<file path="config.mk">
export PLATFORM = sky130hd
export DESIGN_NAME = tiered_fuzzy_text_match_scorer
export DESIGN_NICKNAME = d
export VERILOG_FILES = /design/src/rtl/tfm_pkg.sv /design/src/rtl/tfm_cell.sv /design/src/rtl/tfm_track.sv /design/src/rtl/tiered_fuzzy_text_match_scorer.sv
export SDC_FILE = /design/constraint.sdc
export NUM_CORES = 1
export LEC_CHECK = 0
export BUFFER_PORTS_ARGS = -buffer_cell sky130_fd_sc_hd__buf_2
export CORE_UTILIZATION = 40
export CTS_CLUSTER_DIAMETER = 80
export DETAILED_ROUTE_END_ITERATION = 12
export MAX_ROUTING_LAYER = met4
export REMOVE_ABC_BUFFERS = 1
export SLEW_MARGIN = 20
export SYNTH_ARGS = -nofsm -noshare
export SYNTH_HDL_FRONTEND = slang
export SYNTH_HIERARCHICAL = 1
export SYNTH_SLANG_ARGS = --single-unit
</file>
<file path="constraint.sdc">
create_clock -name clock -period 8.17 [get_ports clock]
set_input_delay 1.634 -clock clock [delete_from_list [all_inputs] [get_ports clock]]
set_output_delay 1.634 -clock clock [all_outputs]
set_load 0.1 [all_outputs]
</file>
<file path="src/rtl/tfm_pkg.sv">
`timescale 1ns / 1ps
// ----------------------------------------------------------------------------
// tfm_pkg
// Shared types, constants and helpers of the tiered fuzzy text match scorer.
// ----------------------------------------------------------------------------
package tfm_pkg;

   localparam int QueryMax   = 32;
   localparam int QIdxW      = $clog2(QueryMax);
   localparam int QLenW      = 6;
   localparam int TextMax    = 256;
   localparam int PosW       = $clog2(TextMax + 1);
   localparam int ChW        = 8;
   localparam int ScoreW     = 13;
   localparam int TierW      = 3;
   localparam int RunW       = 6;
   localparam int CsrW       = 64;
   localparam int CsrIdxW    = 3;
   localparam int QueryRegs  = 4;
   localparam int QueryBits  = QueryRegs * CsrW;

   localparam int ScoreEmpty  = 1;
   localparam int ScoreEqual  = 420;
   localparam int ScorePrefix = 340;
   localparam int PrefixCap   = 80;
   localparam int ScoreSubstr = 260;
   localparam int SubstrStep  = 3;
   localparam int ScoreFuzzy  = 140;
   localparam int FuzzyBase   = 18;
   localparam int FuzzyMin    = 2;
   localparam int RunBonus    = 5;
   localparam int FuzzyGapCap = (FuzzyBase - FuzzyMin) / 2;

   localparam logic [CsrIdxW-1:0] RegQuery0   = 3'd0;
   localparam logic [CsrIdxW-1:0] RegQuery1   = 3'd1;
   localparam logic [CsrIdxW-1:0] RegQuery2   = 3'd2;
   localparam logic [CsrIdxW-1:0] RegQuery3   = 3'd3;
   localparam logic [CsrIdxW-1:0] RegQueryLen = 3'd4;

   typedef enum logic [TierW-1:0] {
      TierEmpty  = 3'd0,
      TierEqual  = 3'd1,
      TierPrefix = 3'd2,
      TierSubstr = 3'd3,
      TierFuzzy  = 3'd4,
      TierNone   = 3'd5
   } tier_type;

   // per-request step control broadcast to the cell row
   typedef struct packed {
      logic           consume;
      logic           restart;
      logic [ChW-1:0] ch;
   } step_type;

   // text state captured on the closing request
   typedef struct packed {
      logic [PosW-1:0]   trimmed;
      logic              found;
      logic [PosW-1:0]   first_index;
      logic              fuzzy_done;
      logic [ScoreW-1:0] fuzzy_score;
   } snap_type;

   function automatic logic [ChW-1:0] to_lower(input logic [ChW-1:0] c);
      logic [ChW-1:0] r;
      r = c;
      if (c >= 8'd65 && c <= 8'd90) begin
         r = c + 8'd32;
      end
      return r;
   endfunction

   function automatic logic is_space(input logic [ChW-1:0] c);
      return (c == 8'd32) || (c >= 8'd9 && c <= 8'd13);
   endfunction

endpackage

</file>
<file path="src/rtl/tfm_cell.sv">
`timescale 1ns / 1ps
// ----------------------------------------------------------------------------
// tfm_cell
// One shift-and cell: holds a single partial-match bit for one query slot.
// ----------------------------------------------------------------------------
module tfm_cell (
   input  logic                       clock,
   input  logic                       reset,
   input  tfm_pkg::step_type          step,
   input  logic [tfm_pkg::ChW-1:0]    q_char,
   input  logic                       active,
   input  logic                       prev_bit,
   output logic                       match_in,
   output logic                       match_ff
);

   always_comb begin
      match_in = match_ff;
      if (step.consume) begin
         match_in = prev_bit & active & (q_char == step.ch);
      end
   end

   always_ff @(posedge clock) begin
      if (reset || step.restart) begin
         match_ff <= 1'b0;
      end else begin
         match_ff <= match_in;
      end
   end

endmodule

</file>
<file path="src/rtl/tfm_track.sv">
`timescale 1ns / 1ps
// ----------------------------------------------------------------------------
// tfm_track
// Text position, trimming, substring detection and greedy fuzzy state.
// ----------------------------------------------------------------------------
module tfm_track (
   input  logic                            clock,
   input  logic                            reset,
   input  logic                            accept,
   input  logic [tfm_pkg::ChW-1:0]         raw_ch,
   input  logic                            has_byte,
   input  logic                            last_byte,
   input  logic [tfm_pkg::QueryBits-1:0]   query,
   input  logic [tfm_pkg::QLenW-1:0]       qlen,
   input  logic [tfm_pkg::QueryMax-1:0]    match_in,
   output tfm_pkg::step_type               step,
   output tfm_pkg::snap_type               snap
);

   logic                            lead_ff, lead_in;
   logic [tfm_pkg::PosW-1:0]        pos_ff, pos_in;
   logic [tfm_pkg::PosW-1:0]        trim_ff, trim_in;
   logic                            found_ff, found_in;
   logic [tfm_pkg::PosW-1:0]        fmi_ff, fmi_in;
   logic [tfm_pkg::QLenW-1:0]       fqi_ff, fqi_in;
   logic [tfm_pkg::PosW-1:0]        fsp_ff, fsp_in;
   logic [tfm_pkg::ScoreW-1:0]      fsc_ff, fsc_in;
   logic [tfm_pkg::RunW-1:0]        run_ff, run_in;

   logic [tfm_pkg::ChW-1:0]         ch;
   logic                            take, consume, hit;
   logic [tfm_pkg::QIdxW-1:0]       last_slot;
   logic [tfm_pkg::PosW-1:0]        gap;
   logic [tfm_pkg::ScoreW-1:0]      add;

   assign ch        = tfm_pkg::to_lower(raw_ch);
   assign take      = accept && has_byte && !(lead_ff && tfm_pkg::is_space(ch));
   assign consume   = take && (pos_ff < tfm_pkg::PosW'(tfm_pkg::TextMax));
   assign last_slot = tfm_pkg::QIdxW'(qlen - tfm_pkg::QLenW'(1));
   assign gap       = pos_ff - fsp_ff;
   assign hit       = consume && (fqi_ff < qlen)
                      && (ch == query[fqi_ff[tfm_pkg::QIdxW-1:0] * tfm_pkg::ChW +: tfm_pkg::ChW]);

   assign step.consume = consume;
   assign step.restart = accept && last_byte;
   assign step.ch      = ch;

   always_comb begin
      lead_in  = lead_ff;
      pos_in   = pos_ff;
      trim_in  = trim_ff;
      found_in = found_ff;
      fmi_in   = fmi_ff;
      fqi_in   = fqi_ff;
      fsp_in   = fsp_ff;
      fsc_in   = fsc_ff;
      run_in   = run_ff;
      add      = tfm_pkg::ScoreW'(tfm_pkg::FuzzyMin);
      if (take) begin
         lead_in = 1'b0;
      end
      if (consume) begin
         pos_in = pos_ff + tfm_pkg::PosW'(1);
         if (!tfm_pkg::is_space(ch)) begin
            trim_in = pos_ff + tfm_pkg::PosW'(1);
         end
         // query fully matched ending at this byte
         if (qlen != '0 && !found_ff && match_in[last_slot]) begin
            found_in = 1'b1;
            fmi_in   = pos_ff + tfm_pkg::PosW'(1) - tfm_pkg::PosW'(qlen);
         end
         if (hit) begin
            if (gap < tfm_pkg::PosW'(tfm_pkg::FuzzyGapCap)) begin
               add = tfm_pkg::ScoreW'(tfm_pkg::FuzzyBase) - (tfm_pkg::ScoreW'(gap) << 1);
            end
            run_in = (gap == '0) ? run_ff + tfm_pkg::RunW'(1) : '0;
            fsc_in = fsc_ff + add
                     + tfm_pkg::ScoreW'(run_in) * tfm_pkg::ScoreW'(tfm_pkg::RunBonus);
            fsp_in = pos_ff + tfm_pkg::PosW'(1);
            fqi_in = fqi_ff + tfm_pkg::QLenW'(1);
         end
      end
   end

   assign snap.trimmed     = trim_in;
   assign snap.found       = found_in;
   assign snap.first_index = fmi_in;
   assign snap.fuzzy_done  = (fqi_in == qlen);
   assign snap.fuzzy_score = fsc_in;

   always_ff @(posedge clock) begin
      if (reset || step.restart) begin
         lead_ff  <= 1'b1;
         pos_ff   <= '0;
         trim_ff  <= '0;
         found_ff <= 1'b0;
         fmi_ff   <= '0;
         fqi_ff   <= '0;
         fsp_ff   <= '0;
         fsc_ff   <= '0;
         run_ff   <= '0;
      end else begin
         lead_ff  <= lead_in;
         pos_ff   <= pos_in;
         trim_ff  <= trim_in;
         found_ff <= found_in;
         fmi_ff   <= fmi_in;
         fqi_ff   <= fqi_in;
         fsp_ff   <= fsp_in;
         fsc_ff   <= fsc_in;
         run_ff   <= run_in;
      end
   end

endmodule

</file>
<file path="src/rtl/tiered_fuzzy_text_match_scorer.sv">
`timescale 1ns / 1ps
// ----------------------------------------------------------------------------
// tiered_fuzzy_text_match_scorer
// Scores a streamed candidate text against a configured query.
// ----------------------------------------------------------------------------
// Takes one text byte per clock, back to back, as long as the result side
// keeps up. Each byte steps a row of 32 shift-and cells and the position and
// fuzzy trackers. The request carrying tlast produces one result: the
// closing text state is captured into the snapshot register, and from there
// the tier and score are picked into the result register. Text state is
// cleared by that same request, so the next text may follow immediately.
// The query must only be rewritten while no text is in flight.
module tiered_fuzzy_text_match_scorer (
   input  logic                           clock,
   input  logic                           reset,
   input  logic                           req_tvalid,
   output logic                           req_tready,
   input  logic [7:0]                     req_tdata,   // [7:0] text_byte
   input  logic                           req_tuser,   // [0] has_byte
   input  logic                           req_tlast,   // last_byte
   output logic                           rsp_tvalid,
   input  logic                           rsp_tready,
   output logic [15:0]                    rsp_tdata,   // [12:0] match_score, zero fill
   output logic [3:0]                     rsp_tuser,   // [0] matched, [3:1] match_tier
   input  logic                           csr_we,
   input  logic [tfm_pkg::CsrIdxW-1:0]    csr_index,
   input  logic [tfm_pkg::CsrW-1:0]       csr_wdata
);

   logic [tfm_pkg::QueryBits-1:0]   query_ff;
   logic [tfm_pkg::QLenW-1:0]       qlen_reg_ff;
   logic [tfm_pkg::QLenW-1:0]       qlen;

   logic                            accept;
   tfm_pkg::step_type               step;
   tfm_pkg::snap_type               snap_in, snap_ff;
   logic                            snap_valid_ff;
   logic                            out_free;

   logic [tfm_pkg::QueryMax-1:0]    match_in, match_ff;

   logic                            rsp_valid_ff;
   logic                            matched_ff, matched_in;
   logic [tfm_pkg::ScoreW-1:0]      score_ff, score_in;
   tfm_pkg::tier_type               tier_ff, tier_in;
   logic [tfm_pkg::PosW-1:0]        diff;

   // config registers
   always_ff @(posedge clock) begin
      if (reset) begin
         query_ff    <= '0;
         qlen_reg_ff <= '0;
      end else if (csr_we) begin
         case (csr_index)
            tfm_pkg::RegQuery0:   query_ff[0 * tfm_pkg::CsrW +: tfm_pkg::CsrW] <= csr_wdata;
            tfm_pkg::RegQuery1:   query_ff[1 * tfm_pkg::CsrW +: tfm_pkg::CsrW] <= csr_wdata;
            tfm_pkg::RegQuery2:   query_ff[2 * tfm_pkg::CsrW +: tfm_pkg::CsrW] <= csr_wdata;
            tfm_pkg::RegQuery3:   query_ff[3 * tfm_pkg::CsrW +: tfm_pkg::CsrW] <= csr_wdata;
            tfm_pkg::RegQueryLen: qlen_reg_ff <= csr_wdata[tfm_pkg::QLenW-1:0];
            default: ;
         endcase
      end
   end

   assign qlen = (qlen_reg_ff > tfm_pkg::QLenW'(tfm_pkg::QueryMax))
                 ? tfm_pkg::QLenW'(tfm_pkg::QueryMax) : qlen_reg_ff;

   // pipeline handshake
   assign out_free   = !rsp_valid_ff || rsp_tready;
   assign req_tready = !snap_valid_ff || out_free;
   assign accept     = req_tvalid && req_tready;

   tfm_track u_track (
      .clock     (clock),
      .reset     (reset),
      .accept    (accept),
      .raw_ch    (req_tdata),
      .has_byte  (req_tuser),
      .last_byte (req_tlast),
      .query     (query_ff),
      .qlen      (qlen),
      .match_in  (match_in),
      .step      (step),
      .snap      (snap_in)
   );

   for (genvar i = 0; i < tfm_pkg::QueryMax; i++) begin : g_cell
      logic prev_bit;
      if (i == 0) begin : g_head
         assign prev_bit = 1'b1;
      end else begin : g_link
         assign prev_bit = match_ff[i-1];
      end
      tfm_cell u_cell (
         .clock    (clock),
         .reset    (reset),
         .step     (step),
         .q_char   (query_ff[i * tfm_pkg::ChW +: tfm_pkg::ChW]),
         .active   (tfm_pkg::QLenW'(i) < qlen),
         .prev_bit (prev_bit),
         .match_in (match_in[i]),
         .match_ff (match_ff[i])
      );
   end

   // capture closing text state
   always_ff @(posedge clock) begin
      if (reset) begin
         snap_valid_ff <= 1'b0;
      end else if (accept && req_tlast) begin
         snap_valid_ff <= 1'b1;
      end else if (out_free) begin
         snap_valid_ff <= 1'b0;
      end
   end

   always_ff @(posedge clock) begin
      if (accept && req_tlast) begin
         snap_ff <= snap_in;
      end
   end

   // tier select; all arithmetic modulo 2^13, results stay within range
   always_comb begin
      matched_in = 1'b0;
      tier_in    = tfm_pkg::TierNone;
      score_in   = '0;
      diff       = snap_ff.trimmed - tfm_pkg::PosW'(qlen);
      if (qlen == '0) begin
         matched_in = 1'b1;
         tier_in    = tfm_pkg::TierEmpty;
         score_in   = tfm_pkg::ScoreW'(tfm_pkg::ScoreEmpty);
      end else if (snap_ff.trimmed == '0) begin
         tier_in = tfm_pkg::TierNone;
      end else if (snap_ff.found && snap_ff.first_index == '0) begin
         matched_in = 1'b1;
         if (snap_ff.trimmed == tfm_pkg::PosW'(qlen)) begin
            tier_in  = tfm_pkg::TierEqual;
            score_in = tfm_pkg::ScoreW'(tfm_pkg::ScoreEqual);
         end else begin
            tier_in = tfm_pkg::TierPrefix;
            // trailing-space query may leave trimmed text shorter than query
            if (snap_ff.trimmed < tfm_pkg::PosW'(qlen)
                || diff > tfm_pkg::PosW'(tfm_pkg::PrefixCap)) begin
               score_in = tfm_pkg::ScoreW'(tfm_pkg::ScorePrefix - tfm_pkg::PrefixCap);
            end else begin
               score_in = tfm_pkg::ScoreW'(tfm_pkg::ScorePrefix) - tfm_pkg::ScoreW'(diff);
            end
         end
      end else if (snap_ff.found) begin
         matched_in = 1'b1;
         tier_in    = tfm_pkg::TierSubstr;
         score_in   = tfm_pkg::ScoreW'(tfm_pkg::ScoreSubstr)
                      - tfm_pkg::ScoreW'(snap_ff.first_index)
                        * tfm_pkg::ScoreW'(tfm_pkg::SubstrStep);
      end else if (snap_ff.fuzzy_done) begin
         matched_in = 1'b1;
         tier_in    = tfm_pkg::TierFuzzy;
         score_in   = tfm_pkg::ScoreW'(tfm_pkg::ScoreFuzzy) + snap_ff.fuzzy_score;
         if (snap_ff.trimmed > tfm_pkg::PosW'(qlen)) begin
            score_in = score_in - tfm_pkg::ScoreW'(diff);
         end
      end
   end

   // result register
   always_ff @(posedge clock) begin
      if (reset) begin
         rsp_valid_ff <= 1'b0;
      end else if (out_free) begin
         rsp_valid_ff <= snap_valid_ff;
      end
   end

   always_ff @(posedge clock) begin
      if (out_free && snap_valid_ff) begin
         matched_ff <= matched_in;
         score_ff   <= score_in;
         tier_ff    <= tier_in;
      end
   end

   assign rsp_tvalid = rsp_valid_ff;
   assign rsp_tdata  = {3'b000, score_ff};
   assign rsp_tuser  = {tier_ff, matched_ff};

`ifndef SYNTHESIS
   a_snap_held: assert property (@(posedge clock) disable iff (reset)
      snap_valid_ff && !out_free |=> snap_valid_ff)
      else $error("captured text state dropped while result stalled");

   a_cells_cleared: assert property (@(posedge clock) disable iff (reset)
      accept && req_tlast |=> match_ff == '0)
      else $error("shift-and cells not cleared after closing request");

   a_matched_tier: assert property (@(posedge clock) disable iff (reset)
      rsp_valid_ff |-> (matched_ff == (tier_ff != tfm_pkg::TierNone)))
      else $error("matched flag disagrees with tier");

   a_none_zero: assert property (@(posedge clock) disable iff (reset)
      rsp_valid_ff && tier_ff == tfm_pkg::TierNone |-> score_ff == '0)
      else $error("nonzero score without a match");

   a_empty_query: assert property (@(posedge clock) disable iff (reset)
      rsp_valid_ff && tier_ff == tfm_pkg::TierEmpty
         |-> score_ff == tfm_pkg::ScoreW'(tfm_pkg::ScoreEmpty))
      else $error("empty query score wrong");
`endif

endmodule

</file>
Word level (Yosys, flattened, before mapping)
Cells that the tools add are included.

word-level totals
  output and inout bits = 22
  bits in registers = 409
  logic and storage cells = 328

operators by class
  reductions and logical operators = 37
  mux-type cells = 68
  multipliers = 2
  eq/ne operators = 40
  add/sub/neg operators = 15
  bitwise gates (word level) = 63
  $lt $le $gt $ge = 44
  shift operators = 1

operators by type and width
  cell                   number
  $eq 8x8->1             33
  $shiftx 256x9->8       1
  $mux 13                11
  $lt 5x6->1 const A     16
  $and 1x1->1            63
  $lt 4x6->1 const A     8
  $mux 1                 43
  $mux 9                 4
  $logic_not 9->1        3
  $lt 3x6->1 const A     4
  $mux 6                 4
  $sub 9x6->9            2
  $logic_and 1x1->1      14
  $add 13x13->13         1
  $add 13x9->13          1
  $add 8x13->13 const A  1
  $sub 13x9->13          1
  $add 6x1->6 const B    2
  $lt 1x6->1 const A     2
  $lt 2x6->1 const A     2
  $reduce_and 2->1       6
  $sub 9x11->12 const A  1
  $mul 9x2->11 const B   1
  $sub 5x10->11 const A  1
  35 further kinds       45

Logic depth before layout (Yosys ltp)
  word-level depth = 18
  gate-level depth with buffers = 30
  gate-level depth less buffers = 30

Hierarchy
Netlist, hierarchy kept.

modules (own cells, without submodules)
  module                          sequential area each (µm²)  area each (µm²)  instances  cells an instance
  tiered_fuzzy_text_match_scorer  6,786.5                     13,033.8         1          1,580
  tfm_track                       1,261.2                     7,178.1          1          726
  tfm_cell                        20.0                        147.6            32         18

Worst setup path before layout
OpenSTA, ideal clock, no wires.

  kind = input-to-reg
  from = in req_tdata[1]
  to = reg snap_ff[21] in the netlist's numbering (data pin)
  arrival = 7,519 ps
  cell stages on the path = 13
  path slack = 389 ps
  path through = a21oi_1 o221ai_4 o21ai_0 xor2_1 nor4_1 nand3_1 o22ai_1 mux4_2 mux4_2 mux2i_1 a2111oi_2 buf_2 mux2_2

RTL lines
  item                    RTL line                               RTL
  start: declaration      tiered_fuzzy_text_match_scorer.sv:18   input logic [7:0] req_tdata,
  end signal: assignment  tiered_fuzzy_text_match_scorer.sv:119  snap_ff <= snap_in;
  end: declaration        tiered_fuzzy_text_match_scorer.sv:36   tfm_pkg::snap_type snap_in, snap_ff;

==> parameters.txt <==
Parameter                              Value

Placed design
  Placed Instance Area ... 26210 um^2
  GPL Wtd Cong ... 0.9638
  HPWL Detailed ... 58090 um
  Setup Slack @ Placement ... 1.132 ns
  Count of input and output buffers ... 100

STA
  Worst rel slew slack ... 36.59%
  Final Hold Fails ... 0
  Post-Route Setup TNS ... 0 ns
  Number of setup violations in the final report ... 0
  Clock skew ... 0.04037 ns
  Slew at the pin with the worst max-slew slack ... 0.9425 ns
  Worst setup slack after layout ... 1.173 ns
  Unrepaired setup endpoints after global routing ... no
  Final critical-path required period ... 6.997 ns
  Period utilization ... 85.64%
  Maximum frequency from static timing analysis ... 0.1429 GHz
  Max-slew violations ... 0

Floorplan
  Width of the die ... 251.7 um
  Die boundary height ... 251.7 um
  Core ar. ... 61600 um^2
  Effective utilization at floorplan ... 40.48%
  Row Count ... 91
  Count of pins on the block boundary ... 104
  Die outline area ... 63340 um^2

Power
  Switching component of the power ... 1299 uW
  Relative contribution of combinational cells to total power ... 11.8%
  Leakage power figure ... 0.01019 uW
  Pwr per Cell Area ... 175.2 nW/um^2
  Peak supply drop ... 142.7 uV
  Clock network power share ... 44.9%
  Sw frac ... 26.65%
  Int Pwr ... 3574 uW
  Sequential cell fraction of total power ... 43.2%

Synth
  Syn Std Cell Area ... 24940 um^2
  Fraction of registers with async set or reset after synthesis ... 0%
  Most frequently used flop master after synthesis ... dfxtp_1
  Number of enable-type register cells in the synthesized netlist ... 50
  Number of instances in the synthesized netlist ... 2882
  Number of warnings reported in the yosys synthesis log ... 6
  Number of flip-flops and latches in the synthesized netlist ... 409
  Library cells used by synthesis ... 92
  Leading cell types by total area after synthesis ... dfxtp_1 29%, nand2_1 8.7%, a21oi_1 6.2%
  Sequential share of the synthesized area ... 34.84%
  Share of Yosys cell area claimed by the top area cell type ... 28.82%
  Largest area contributor in the synthesized netlist ... dfxtp_1
  Post-Synthesis Mean Instance Area ... 8.652 um^2

Setup path
  Data arrival time of the worst path ... 7.44 ns
  Largest stage delay, worst path ... 0.58 ns
  Largest delay contributor family on the critical path ... compound AO/OA/AOI/OAI gates
  Maximum fanout along the worst path ... 6
  Required time reported for the critical path endpoint ... 8.62 ns
  Cell mode on critical path ... fa_1
  Cell with the biggest individual delay on the critical path ... nor4_1
  Worst Setup Start Kind ... flop
  Element type at the critical path end ... flop
  Total buffers and inverters traversed by the critical path ... 3
  Path type of the worst setup path ... reg -> reg

GRT
  Initial antenna violation count ... 4
  Wire length of the first global-routing pass ... 121800 um
  Met1 Resource Use GR ... 31.80%
  Met3 track demand over resource ... 3.394%
  Global route hottest layer ... met2
  Met2 usage in global routing ... 42.38%
  Largest net degree at the start of global routing ... 116
  Total congestion overflow after global routing ... 0
  Vias in the first global route ... 20350
  Total global routing track utilization ... 25.66%

Clock tree
  Max Buffers Root-to-Sink ... 3
  CTS resizes ... 0
  Number of levels in the clock H-tree ... 2
  Clock tree from TritonCTS ... yes
  Clk sink count ... 409
  Total clock buffers created by CTS ... 47
  Root buffer selected by CTS ... clkbuf_16
  Clock slew at the register clock pins of the worst setup and hold paths ... 0.06 ns
  Number of setup buffers added after CTS ... 0
  Clock latency reported for the late side of the worst-skew pair ... 0.62 ns
  Number of buffers added to fix hold violations after cts ... 0

Detailed routing
  First-iteration detailed-routing DRC count ... 1618
  Routed wire per std cell ... 20.88 um
  Number of vias per cell ... 5.492
  Routed wire length ... 79420 um
  ANT nets after route ... 0
  Number of vias after detailed routing ... 20890
  First-pass DRT Iterations ... 6
  Drt drc ... 0

Cells and area
  Multi-input gate area in the final layout ... 15140 um^2
  Layout filler cell count ... 6050
  Combined flip-flop and latch cell area ... 8697 um^2
  Final #Nets ... 3114
  Final instance area ... 27810 um^2
  Core Util, Final ... 45.15%
  Fraction of layout instances using a drive strength above 1 ... 14.20%
  Post-synthesis to final-layout area growth ... 11.54%

Status
  Result of the run ... finished clean

Flow run
  Max capacitance violation total ... 0

Worst hold path
  Worst min path class ... reg -> reg
[final cells by class]
class | instances | share of cell area (%)
Timing Repair Buffer | 137 | 2.888
Clock buffer | 65 | 4.948
Sequential cell | 409 | 31.27
Antenna cell | 2 | 0.01799
Inverter | 141 | 1.903
Tap cell | 837 | 3.765
Clock inverter | 17 | 0.7827
Multi-Input combinational cell | 2196 | 54.43
[path summary, 6_finish.rpt]
kind / start / endpoint / slack (ns) / cells past startpoint
min reg2reg: u_track/lead_ff / u_track/lead_ff / 0.46 / 1
max: u_track/pos_ff[0] / u_track/fsc_ff[12] / 1.17 / 27
min: u_track/lead_ff / u_track/lead_ff / 0.46 / 1
max reg2reg: u_track/pos_ff[0] / u_track/fsc_ff[12] / 1.17 / 27
[state kept, by name, summed over array words and instances, names as in the netlist, 13 cells and up]
signal and flops:
g_cell.u_cell/match_ff 32, query_ff 256, score_ff 13, snap_ff 33, u_track/fsc_ff 13
[cells in the mapped netlist (all sizes together), types with 42 or more instances]
library cell / number
a21oi: 309
and3: 44
buf: 43
clkbuf: 100
dfxtp: 359
edfxtp: 50
ha: 82
inv: 140
mux2i: 42
mux4: 67
nand2: 581
nand3: 88
nor2: 93
nor2b: 53
o21ai: 54
o22ai: 46
xnor2: 171
xor2: 172
[power by group through the flow]
stage               Combinational (uW)  Clock (uW)  Sequential (uW)
global route                       624        2310             2110
detailed placement                 572           0             2150
CTS                                575        2230             2110
global placement                   563           0             2150
floorplan                          338           0             2160
finish                             577        2190             2110
[cell usage in the layout (no fill, tap or decap), drive strengths merged, types with 66 or more instances in the layout]
| cell | netlist | routed |
|---|---|---|
| buf | 43 | 136 |
| dfxtp | 359 | 359 |
| a21oi | 309 | 309 |
| nor2 | 93 | 93 |
| nand2 | 581 | 581 |
| inv | 140 | 143 |
| nand3 | 88 | 88 |
| clkbuf | 100 | 66 |
| ha | 82 | 82 |
| xnor2 | 171 | 171 |
| mux4 | 67 | 67 |
| xor2 | 172 | 172 |
[per-stage QoR]
step	power (uW)	hold WS, ns	std cells
2_1_floorplan	2495	0.4273	2746
3_3_place_gp	2712	0.4390	3720
3_5_place_dp	2723	0.4455	3720
4_1_cts	4911	0.4598	3802
5_1_grt	5048	0.4800	3804
6_report	4873	0.4578	3804
[layer usage]
layer	up-vias	share of wire (%)	routed length, um
met3	144	5.3	4176
met2	594	48	38260
met5	-	0	0
met1	10140	42	33710
li1	10020	-	-
met4	0	4.1	3272
[logic make-up after synthesis]
group | Yosys count | synth area share, %
adder cells (fa/ha/maj) | 100 | 5.559
AND/OR/NAND/NOR | 1046 | 19.37
flip-flops | 409 | 34.84
multiplexers | 138 | 9.092
buffers and inverters | 284 | 4.752
XOR/XNOR | 344 | 12.20
other | 4 | 0.06019
AO/OA/AOI/OAI | 557 | 14.13
(Power assumes the default switching activity.)
